**config.mk**
```make
export PLATFORM = sky130hd
export DESIGN_NAME = pil_cell
export DESIGN_NICKNAME = d
export VERILOG_FILES = /design/src/design/pil_pkg.sv /design/src/design/pil_cell.sv
export SDC_FILE = /design/constraint.sdc
export NUM_CORES = 1
export LEC_CHECK = 0
export ABC_AREA = 1
export BUFFER_PORTS_ARGS = -buffer_cell sky130_fd_sc_hd__buf_4
export CORE_UTILIZATION = 34
export DETAILED_ROUTE_END_ITERATION = 8
export PLACE_DENSITY = 0.68
export REMOVE_ABC_BUFFERS = 1
export SLEW_MARGIN = 20
export SYNTH_ARGS = -nofsm -noshare
export SYNTH_HDL_FRONTEND = slang
export SYNTH_SLANG_ARGS = --single-unit
```
**constraint.sdc**
```tcl
create_clock -name clk -period 3.38 [get_ports clk]
set_input_delay 0.676 -clock clk [delete_from_list [all_inputs] [get_ports clk]]
set_output_delay 0.676 -clock clk [all_outputs]
set_load 0.01 [all_outputs]
```
**src/design/pil_pkg.sv**
```systemverilog
// Package with types, constants and codes shared by the positional list modules.
package pil_pkg;

  localparam int CAPACITY = 64;
  localparam int WORD_W   = 32;
  localparam int POS_W    = 10;
  localparam int LEN_W    = $clog2(CAPACITY + 1);
  localparam int LEN_OUT_W = 7;

  typedef enum logic {
    CMD_INSERT = 1'b0,
    CMD_REMOVE = 1'b1
  } cmd_t;

  typedef enum logic [1:0] {
    ST_OK    = 2'd0,
    ST_EMPTY = 2'd1,
    ST_RANGE = 2'd2,
    ST_FULL  = 2'd3
  } status_t;

  typedef struct packed {
    logic              cmd;
    logic [POS_W-1:0]  position;
    logic [WORD_W-1:0] data_bits;
  } in_t;

  typedef struct packed {
    logic [WORD_W-1:0]    removed_bits;
    logic [1:0]           status;
    logic [LEN_OUT_W-1:0] length;
    logic                 is_empty;
  } out_t;

  typedef struct packed {
    logic              ins;
    logic              rem;
    logic [POS_W-1:0]  pos;
    logic [WORD_W-1:0] data;
  } cell_ctrl_t;

endpackage

```
**src/design/pil_cell.sv**
```systemverilog
// One list cell that holds a word and shifts toward its neighbors on insert and remove.
module pil_cell (
  input  logic                      clk,
  input  pil_pkg::cell_ctrl_t       ctrl,
  input  logic [pil_pkg::POS_W-1:0] index,
  input  logic [pil_pkg::WORD_W-1:0] left_word,
  input  logic [pil_pkg::WORD_W-1:0] right_word,
  output logic [pil_pkg::WORD_W-1:0] word,
  output logic [pil_pkg::WORD_W-1:0] tap
);
  import pil_pkg::*;

  logic [WORD_W-1:0] word_next;

  always_comb begin
    word_next = word;
    if (ctrl.ins) begin
      if (index > ctrl.pos) begin
        word_next = left_word;
      end else if (index == ctrl.pos) begin
        word_next = ctrl.data;
      end
    end else if (ctrl.rem) begin
      if (index >= ctrl.pos) begin
        word_next = right_word;
      end
    end
  end

  assign tap = (index == ctrl.pos) ? word : '0;

  always_ff @(posedge clk) begin
    word <= word_next;
  end

endmodule

```
==> metrics.md, run 1 <==
| Metric | Value |
|---|---|
| Routed Antenna Nets | 0 |
| Root Buffer | clkbuf_8 |
| Mean routed wirelength per cell | 11.59 um |
| Post-CTS sizing | 0 |
| Post-CTS setup buffers | 0 |
| Die area | 8050 um^2 |
| CP max-delay cell | ha_1 |
| Biggest regs | word x32 |
| Clock Path Buffers | 2 |
| Startpoint Class | input port |
| Syn Area/Cell | 6.640 um^2 |
| Vias | 2929 |
| Synth area leaders | edfxtp_1 37%, inv_1 16%, nand2_1 16% |
| Delay-heaviest family, CP | simple AND/OR/NAND/NOR gates |
| Final Net Count | 696 |
| Final Util | 56.15% |
| Number of buffers added on ports | about 180 |
| DPL Wire Length | 5.891 mm |
| Reg clk slew, reported paths | 0.07 ns |
| Placed Cells incl. Taps | 659 |
| Netlist Area Pre-Place | approximately 2600 um^2 |
| Global route overflow | 0 |
| Cts bufs inserted | 5 |
| RSZ-0062 raised after global routing | no |
| N_diodes | 0 |
| DP Area | 4010 um^2 |
| Achievable Freq | 0.3830 GHz |
| Area growth, synth to finish | 57.34% |
| Cell taking the most area after synthesis | edfxtp_1 |
| Worst-path cell chain | buf_4, inv_1, ha_1, nand2_1, nor2_4, nand4_4, buf_12, nor2_1, buf_4 |
| Share of layout cells above drive strength 1 | 35.21% |
| Post-route cell area | 4116 um^2 |
| WP data required | 2.70 ns |
| Drt drc | 0 |
| Worst setup EP type | output pin |
| Max_cap viols | 0 |
| Gr usage total | 19.77% |
| Final setup fails | 0 |
| Drt first pass iters | 4 |
| VDD IR max | 0.1785 mV |
| Final hold vios | 0 |
| Mapped Cells | 394 |
| CP Buf/Inv Count | 4 |
| Sequential area share after synthesis | 36.73% |
| Top reg by flops | word |
| Max-slew headroom | 32.42% |
| Die width | 89.72 um |
| First-pass GRT wire length | 12.87 mm |
| Vias/cell | ~4.4 |
| Hold/Removal Path Class | in -> reg |
| Max FO, Critical Path | 66 |
| Setup Total Neg Slack | 0 ns |
| Pwr Total | 1.362 mW |
| CTS tree | yes |
| Status | complete, no violations |
| Initial Util | 35.69% |
| Power per cell area | approximately 330 nW/um^2 |
| # fillers | 712 |
| Final worst slack | 0.7687 ns |
| Core region area | ~7300 um^2 |
| Ys Warns | 0 |
| Worst Hold Depth | 3 |
| Detailed Route WL | 7.730 mm |
| Leak | 2.518 nW |
| Vias in the first global route | 2768 |
| Tightest Pin Transition | 1.007 ns |
| Final hold slack | 0.6650 ns |
| Yosys reg bits | 32 |
| Largest net degree at the start of global routing | 67 |
| Dpl ws | 0.6749 ns |
| Largest register FFs | 32 |
| Proportion of netlist area held by the largest area contributor | 36.73% |
| Cell depth of the worst setup path | 9 |
| Placer Congestion | 0.7249 |
| Final Cycle Share | 77.26% |
| Crit path DAT | 1.94 ns |
| Tmin final | 2.611 ns |
| Critical path's most frequent cell | buf_4 |
| Initial DRC count | 110 |
| CTS H-tree depth | 2 |
| FP Rows | 31 |
| Hold_buf cts | 0 |
| Die Height | about 90 um |
| Initial antenna violation count | 0 |
| Max Slew Vio Count | 0 |
| Non-filler cells, final | 667 |
| I/O pin count | between 150 and 200 |
| Synth cell types | 19 |
| CTS sink cnt | 32 |
| Max incr delay on CP | 0.28 ns |
| Worst Setup Path Type | in -> out |
[final timing paths]
path	start	end	slack (ns)
setup / recovery	ctrl[37]	tap[20]	0.77
hold / removal	right_word[27]	word[27]	0.67
[synthesized netlist by cell type, drive strengths merged]
library cell	n
a21oi	2
buf	15
clkbuf	5
edfxtp	32
ha	10
inv	115
nand2	112
nand3	66
nand4	2
nor2	34
o21ai	1
[area by class of cell]
cell class | count | area (um^2) | area share [%]
Sequential cell | 32 | 960.9 | 23.34
Timing Repair Buffer | 186 | 1409 | 34.22
Inverter | 115 | 431.7 | 10.49
Tap cell | 99 | 123.9 | 3.009
Clock inverter | 3 | 37.54 | 0.9119
Clock buffer | 5 | 68.82 | 1.672
Multi-Input combinational cell | 227 | 1085 | 26.35
[cells in the final DEF, fill, tap and decap left out, drive strengths merged]
cell    instances
o21ai           1
edfxtp         32
inv           114
ha             10
clkbuf          5
nor2           34
a21oi           2
nand4           2
nand2         112
bufinv          1
clkinv          3
buf           186
nand3          66
[layer usage]
layer / part of all wire (%) / up-vias / track usage (%)
li1: - / 1508 / -
met1: 42 / 1274 / 23.89
met2: 49 / 141 / 34.87
met3: 7.5 / 6 / 4.907
met4: 1.1 / 0 / 5.191
met5: 0 / - / 0
[power breakdown]
group | switching, mW | internal, mW | leakage [nW]
Combinational | 0.220 | 0.227 | 2.16
Sequential | 0.0373 | 0.518 | 0.301
Clock | 0.144 | 0.215 | 0.0532
[logic make-up after synthesis]
family | count (synthesis) | synth area share, %
buffers and inverters | 135 | 21.81
AO/OA/AOI/OAI | 3 | 0.7171
AND/OR/NAND/NOR | 214 | 35.96
adder cells (fa/ha/maj) | 10 | 4.782
flip-flops | 32 | 36.73
Note: power is estimated with default switching activity, not from simulation.
==> run 2, diff against run 1 <==
==> constraint.sdc (replaced) <==
create_clock -name clk -period 2.7 [get_ports clk]
set_input_delay 0.54 -clock clk [delete_from_list [all_inputs] [get_ports clk]]
set_output_delay 0.54 -clock clk [all_outputs]
set_load 0.01 [all_outputs]
==> run 2 against run 1 <==
Final area is essentially flat. Non-clock buffer count increased by 5. Wire length is 0.84% lower. Critical endpoint is now tap[18]. Power is 18% higher. Global-route usage decreased by 0.44 points. Sequential power is 25% higher. Critical path depth decreased by 1. Core utilization is essentially flat. Sequential share of layout area about the same. Largest power group unchanged. Clock power down 4%. Hold slack got worse by 0.14 ns. Flip-flop and latch count stayed put.
==> metrics.md, run 2 (same netlist as run 1, synthesis figures left out) <==
| Metric | Value |
|---|---|
| Status | complete, no violations |
| Final hold slack | 0.5292 ns |
| Global route overflow | 0 |
| Worst Setup Path Type | in -> out |
| Power per cell area | just under 400 nW/um^2 |
| Final Cycle Share | 85.88% |
| Area growth, synth to finish | 57.29% |
| Most frequent cells in the layout | 191 x buf_4, 115 x inv_1, 110 x nand2_1, 64 x nand3_1 |
| Tightest Pin Transition | 1.027 ns |
| Drt drc | 0 |
| Final Util | 56.14% |
| Final setup fails | 0 |
| Vias in the first global route | 2824 |
| Final Net Count | 701 |
| Final worst slack | 0.3811 ns |
| Max Slew Vio Count | 0 |
| Vias/cell | 4.372 |
| Max FO, Critical Path | 25 |
| Placer Congestion | between 0.7 and 0.8 |
| Largest net degree at the start of global routing | 34 |
| Startpoint Class | input port |
| Max_cap viols | 0 |
| Mean routed wirelength per cell | 11.41 um |
| FP Rows | 31 |
| CTS sink cnt | 32 |
| CTS tree | yes |
| Max-slew headroom | 31.47% |
| VDD IR max | 0.1643 mV |
| Initial DRC count | 99 |
| N_diodes | 0 |
| Drt first pass iters | 4 |
| Post-CTS setup buffers | 0 |
| I/O pin count | 183 |
| Core region area | between 7000 and 8000 um^2 |
| Leak | 2.524 nW |
| Initial Util | 35.69% |
| First-pass GRT wire length | between 10 and 15 mm |
| # fillers | just over 700 |
| Tmin final | 2.319 ns |
| Die Height | 89.72 um |
| Post-CTS sizing | 0 |
| Dpl ws | ~0.33 ns |
| Die area | 8050 um^2 |
| WP data required | 2.16 ns |
| Crit path DAT | approximately 1.8 ns |
| Worst setup EP type | output pin |
| Share of layout cells above drive strength 1 | 35.60% |
| RSZ-0062 raised after global routing | no |
| Reg clk slew, reported paths | 0.06 ns |
| Cts bufs inserted | 5 |
| Number of buffers added on ports | roughly 180 |
| Hold/Removal Path Class | in -> reg |
| Top reg by flops | word |
| CTS H-tree depth | 2 |
| Routed Antenna Nets | 0 |
| Initial antenna violation count | 0 |
| Detailed Route WL | 7.665 mm |
| Achievable Freq | between 0.4 and 0.5 GHz |
| Gr usage total | 19.33% |
| Final hold vios | 0 |
| Commonest non-fill, non-tap cell in the layout | buf_4 |
| Clock Path Buffers | 2 |
| Largest register FFs | 32 |
| Vias | approximately 2900 |
| DPL Wire Length | 6.061 mm |
| Biggest regs | word x32 |
| Hold_buf cts | 0 |
| Die width | 89.72 um |
| Root Buffer | clkbuf_8 |
==> run 2: cell count changes in the layout (fill, tap and decap cells not counted) <==
cell,change
buf_12,-1
clkinv_1,-2
bufinv_16,-1
buf_4,+6
inv_1,+1
clkbuf_1,+2
==> run 2: report_power, final <==
group | internal [mW] | switching (mW)
Sequential | 0.649 | 0.0473
Combinational | 0.288 | 0.277
Clock | 0.179 | 0.166
Total | 1.12 | 0.491
==> run 2: worst max-delay path, stage by stage <==
cell and delay, ns:
buf_4 0.11, ha_1 0.28, nand2_1 0.10, nor2_4 0.15, nand4_4 0.10, buf_4 0.22
nor2_1 0.13, buf_4 0.13
==> run 2: cell type report <==
type / count / area (um^2) / area share [%]
clock buffer: 7 / 76.32 / 1.855
clock inverter: 1 / 3.754 / 0.09121
inverter: 115 / 431.7 / 10.49
multi-input combinational: 227 / 1085 / 26.36
sequential: 32 / 960.9 / 23.35
tap: 99 / 123.9 / 3.010
timing repair buffer: 191 / 1434 / 34.84
==> run 2: metal layers <==
metal / vias up / global-route usage, % / wire length, um
li1: 1519 / - / -
met1: 1266 / 22.86 / 3257
met2: 141 / 34.62 / 3673
met3: 12 / 4.484 / 609
met4: 0 / 5.738 / 126
met5: - / 0 / 0
==> run 2: metrics by stage <==
step	instance area (um^2)	cells	setup TNS [ns]	power [mW]
2_1_floorplan	2477	374	-7.507	0.9475
3_5_place_dp	4035	664	0	1.275
4_1_cts	4115	672	0	1.623
5_1_grt	4115	672	0	1.722
3_3_place_gp	4035	664	0	1.263
6_report	4115	672	0	1.607
==> run 2: path summary, 6_finish.rpt <==
path,start,end,slack [ns],depth (start not counted)
setup / recovery,index[5],tap[18],0.38,8
hold / removal,right_word[12],word[12],0.53,3
==> run 3, diff against run 2 <==
--- a/config.mk
+++ b/config.mk
@@ -7,9 +7,11 @@
 export LEC_CHECK = 0
 export ABC_AREA = 1
 export BUFFER_PORTS_ARGS = -buffer_cell sky130_fd_sc_hd__buf_4
-export CORE_UTILIZATION = 34
+export CELL_PAD_IN_SITES_DETAIL_PLACEMENT = 2
+export CELL_PAD_IN_SITES_GLOBAL_PLACEMENT = 2
+export CORE_UTILIZATION = 20
 export DETAILED_ROUTE_END_ITERATION = 8
-export PLACE_DENSITY = 0.68
+export PLACE_DENSITY_LB_ADDON = 0.1
 export REMOVE_ABC_BUFFERS = 1
 export SLEW_MARGIN = 20
 export SYNTH_ARGS = -nofsm -noshare
==> run 3 against run 2 <==
Sequential share of layout area is 1.1 points lower. Via count up 5.4%. Die area grew 68%. Power increased by 21%. Clock power up 89%. Worst setup slack got worse by 0.074 ns. Core utilization decreased by 22 points. Critical path depth up 1. Sequential power about the same. Flip-flop and latch count unchanged. Final cell count rose by 11%.
==> metrics.md, run 3 (same netlist as run 1, synthesis figures left out) <==
| Metric | Value |
|---|---|
| Status | complete, no violations |
| VDD IR max | 0.1801 mV |
| Routed Antenna Nets | 0 |
| Initial antenna violation count | 0 |
| Initial Util | around a fifth |
| Max FO, Critical Path | 23 |
| Tightest Pin Transition | 0.6763 ns |
| Max_cap viols | 0 |
| Setup Total Neg Slack | 0 ns |
| Vias | 3096 |
| Most frequent cells in the layout | 191 x buf_4, 115 x inv_1, 110 x nand2_1, 64 x nand3_1 |
| CTS tree | yes |
| Startpoint Class | input port |
| Final Cycle Share | 88.63% |
| CTS H-tree depth | 2 |
| First-pass GRT wire length | 16.46 mm |
| Post-CTS setup buffers | 0 |
| Global route overflow | 0 |
| Final hold vios | 0 |
| Area growth, synth to finish | 64.75% |
| Drt drc | 0 |
| Die width | 116.4 um |
| Worst setup EP type | output pin |
| Power per cell area | 450.6 nW/um^2 |
| FP Rows | 41 |
| Gr usage total | 16.04% |
| Final Util | 34.02% |
| Number of buffers added on ports | roughly 180 |
| Biggest regs | word x32 |
| WP data required | roughly 2.2 ns |
| Max-slew headroom | 54.86% |
| Leak | approximately 2.6 nW |
| Die Height | 116.4 um |
| Tmin final | 2.393 ns |
| Commonest non-fill, non-tap cell in the layout | buf_4 |
| Worst Hold End | word[23] |
| Final setup fails | 0 |
| Vias in the first global route | 3289 |
| Initial DRC count | between 60 and 70 |
| Largest net degree at the start of global routing | 33 |
| Drt first pass iters | 4 |
| Critical hold path startpoint | right_word[23] |
| Root Buffer | clkbuf_16 |
| Reg clk slew, reported paths | 0.06 ns |
| N_diodes | 0 |
| Detailed Route WL | 10.80 mm |
| Die area | 13540 um^2 |
| CTS sink cnt | 32 |
| Mean routed wirelength per cell | 14.48 um |
| Placer Congestion | 0.7480 |
| Cts bufs inserted | 5 |
| Max Slew Vio Count | 0 |
| I/O pin count | 183 |
| Core region area | 12670 um^2 |
| Crit path DAT | 1.85 ns |
| Hold_buf cts | 0 |
| Final Net Count | 702 |
| Worst Setup Path Type | in -> out |
| Vias/cell | 4.150 |
| Largest register FFs | 32 |
| RSZ-0062 raised after global routing | no |
| Post-CTS sizing | 0 |
| Clock Path Buffers | 2 |
| Hold/Removal Path Class | in -> reg |
| Achievable Freq | 0.4179 GHz |
| Share of layout cells above drive strength 1 | 36.06% |
| Worst Hold Depth | 3 |
| Top reg by flops | word |
| DPL Wire Length | between 8 and 9 mm |
run 3: final cells by class:
type | instances | area, um^2
inverter | 115 | 431.7
timing repair buffer | 192 | 1454
tap | 172 | 215.2
clock inverter | 2 | 35.03
multi-input combinational | 227 | 1085
clock buffer | 6 | 128.9
sequential | 32 | 960.9
fill | 1575 | 8361
run 3: critical path: stages:
cell	delay, ns
buf_4	0.07
inv_1	0.03
ha_1	0.28
nand2_1	0.11
nor2_4	0.16
nand4_4	0.11
buf_4	0.24
nor2_1	0.15
buf_4	0.14
run 3: per-stage QoR:
step	instances	cell area (um^2)	setup slack (ns)	hold WS (ns)	total power [mW]
after floorplan	374	2477	-0.2346	0.7259	0.9475
final	746	4310	0.3069	0.5274	1.942
after CTS	746	4310	0.2657	0.5206	1.982
after global placement	738	4146	0.2876	0.8131	1.291
after detailed placement	738	4146	0.1973	0.8185	1.317
after global routing	746	4310	0.1959	0.5313	2.060
run 3: report_power, final:
group          switching, mW  internal, mW  total (mW)
registers             0.0457         0.649       0.695
logic                  0.299         0.294       0.593
clock network          0.220         0.434       0.654
run 3: worst max-delay path by stage:
| stage | start | endpoint | slack, ns |
|---|---|---|---|
| 5_1_grt | ctrl[37] | tap[16] | 0.20 |
| 4_1_cts | index[5] | tap[27] | 0.27 |
| 6_report | ctrl[37] | tap[27] | 0.31 |
| 3_3_place_gp | ctrl[37] | word[8] | 0.29 |
| 2_1_floorplan | ctrl[37] | word[0] | -0.23 |
| 3_5_place_dp | index[5] | word[15] | 0.20 |
run 3: per-layer routing:
| layer | wire length [um] | track usage (%) |
|---|---|---|
| met1 | 4086 | 17.59 |
| met2 | 5744 | 30.34 |
| met5 | 0 | 0 |
| met4 | 160 | 4.701 |
| met3 | 811 | 3.840 |
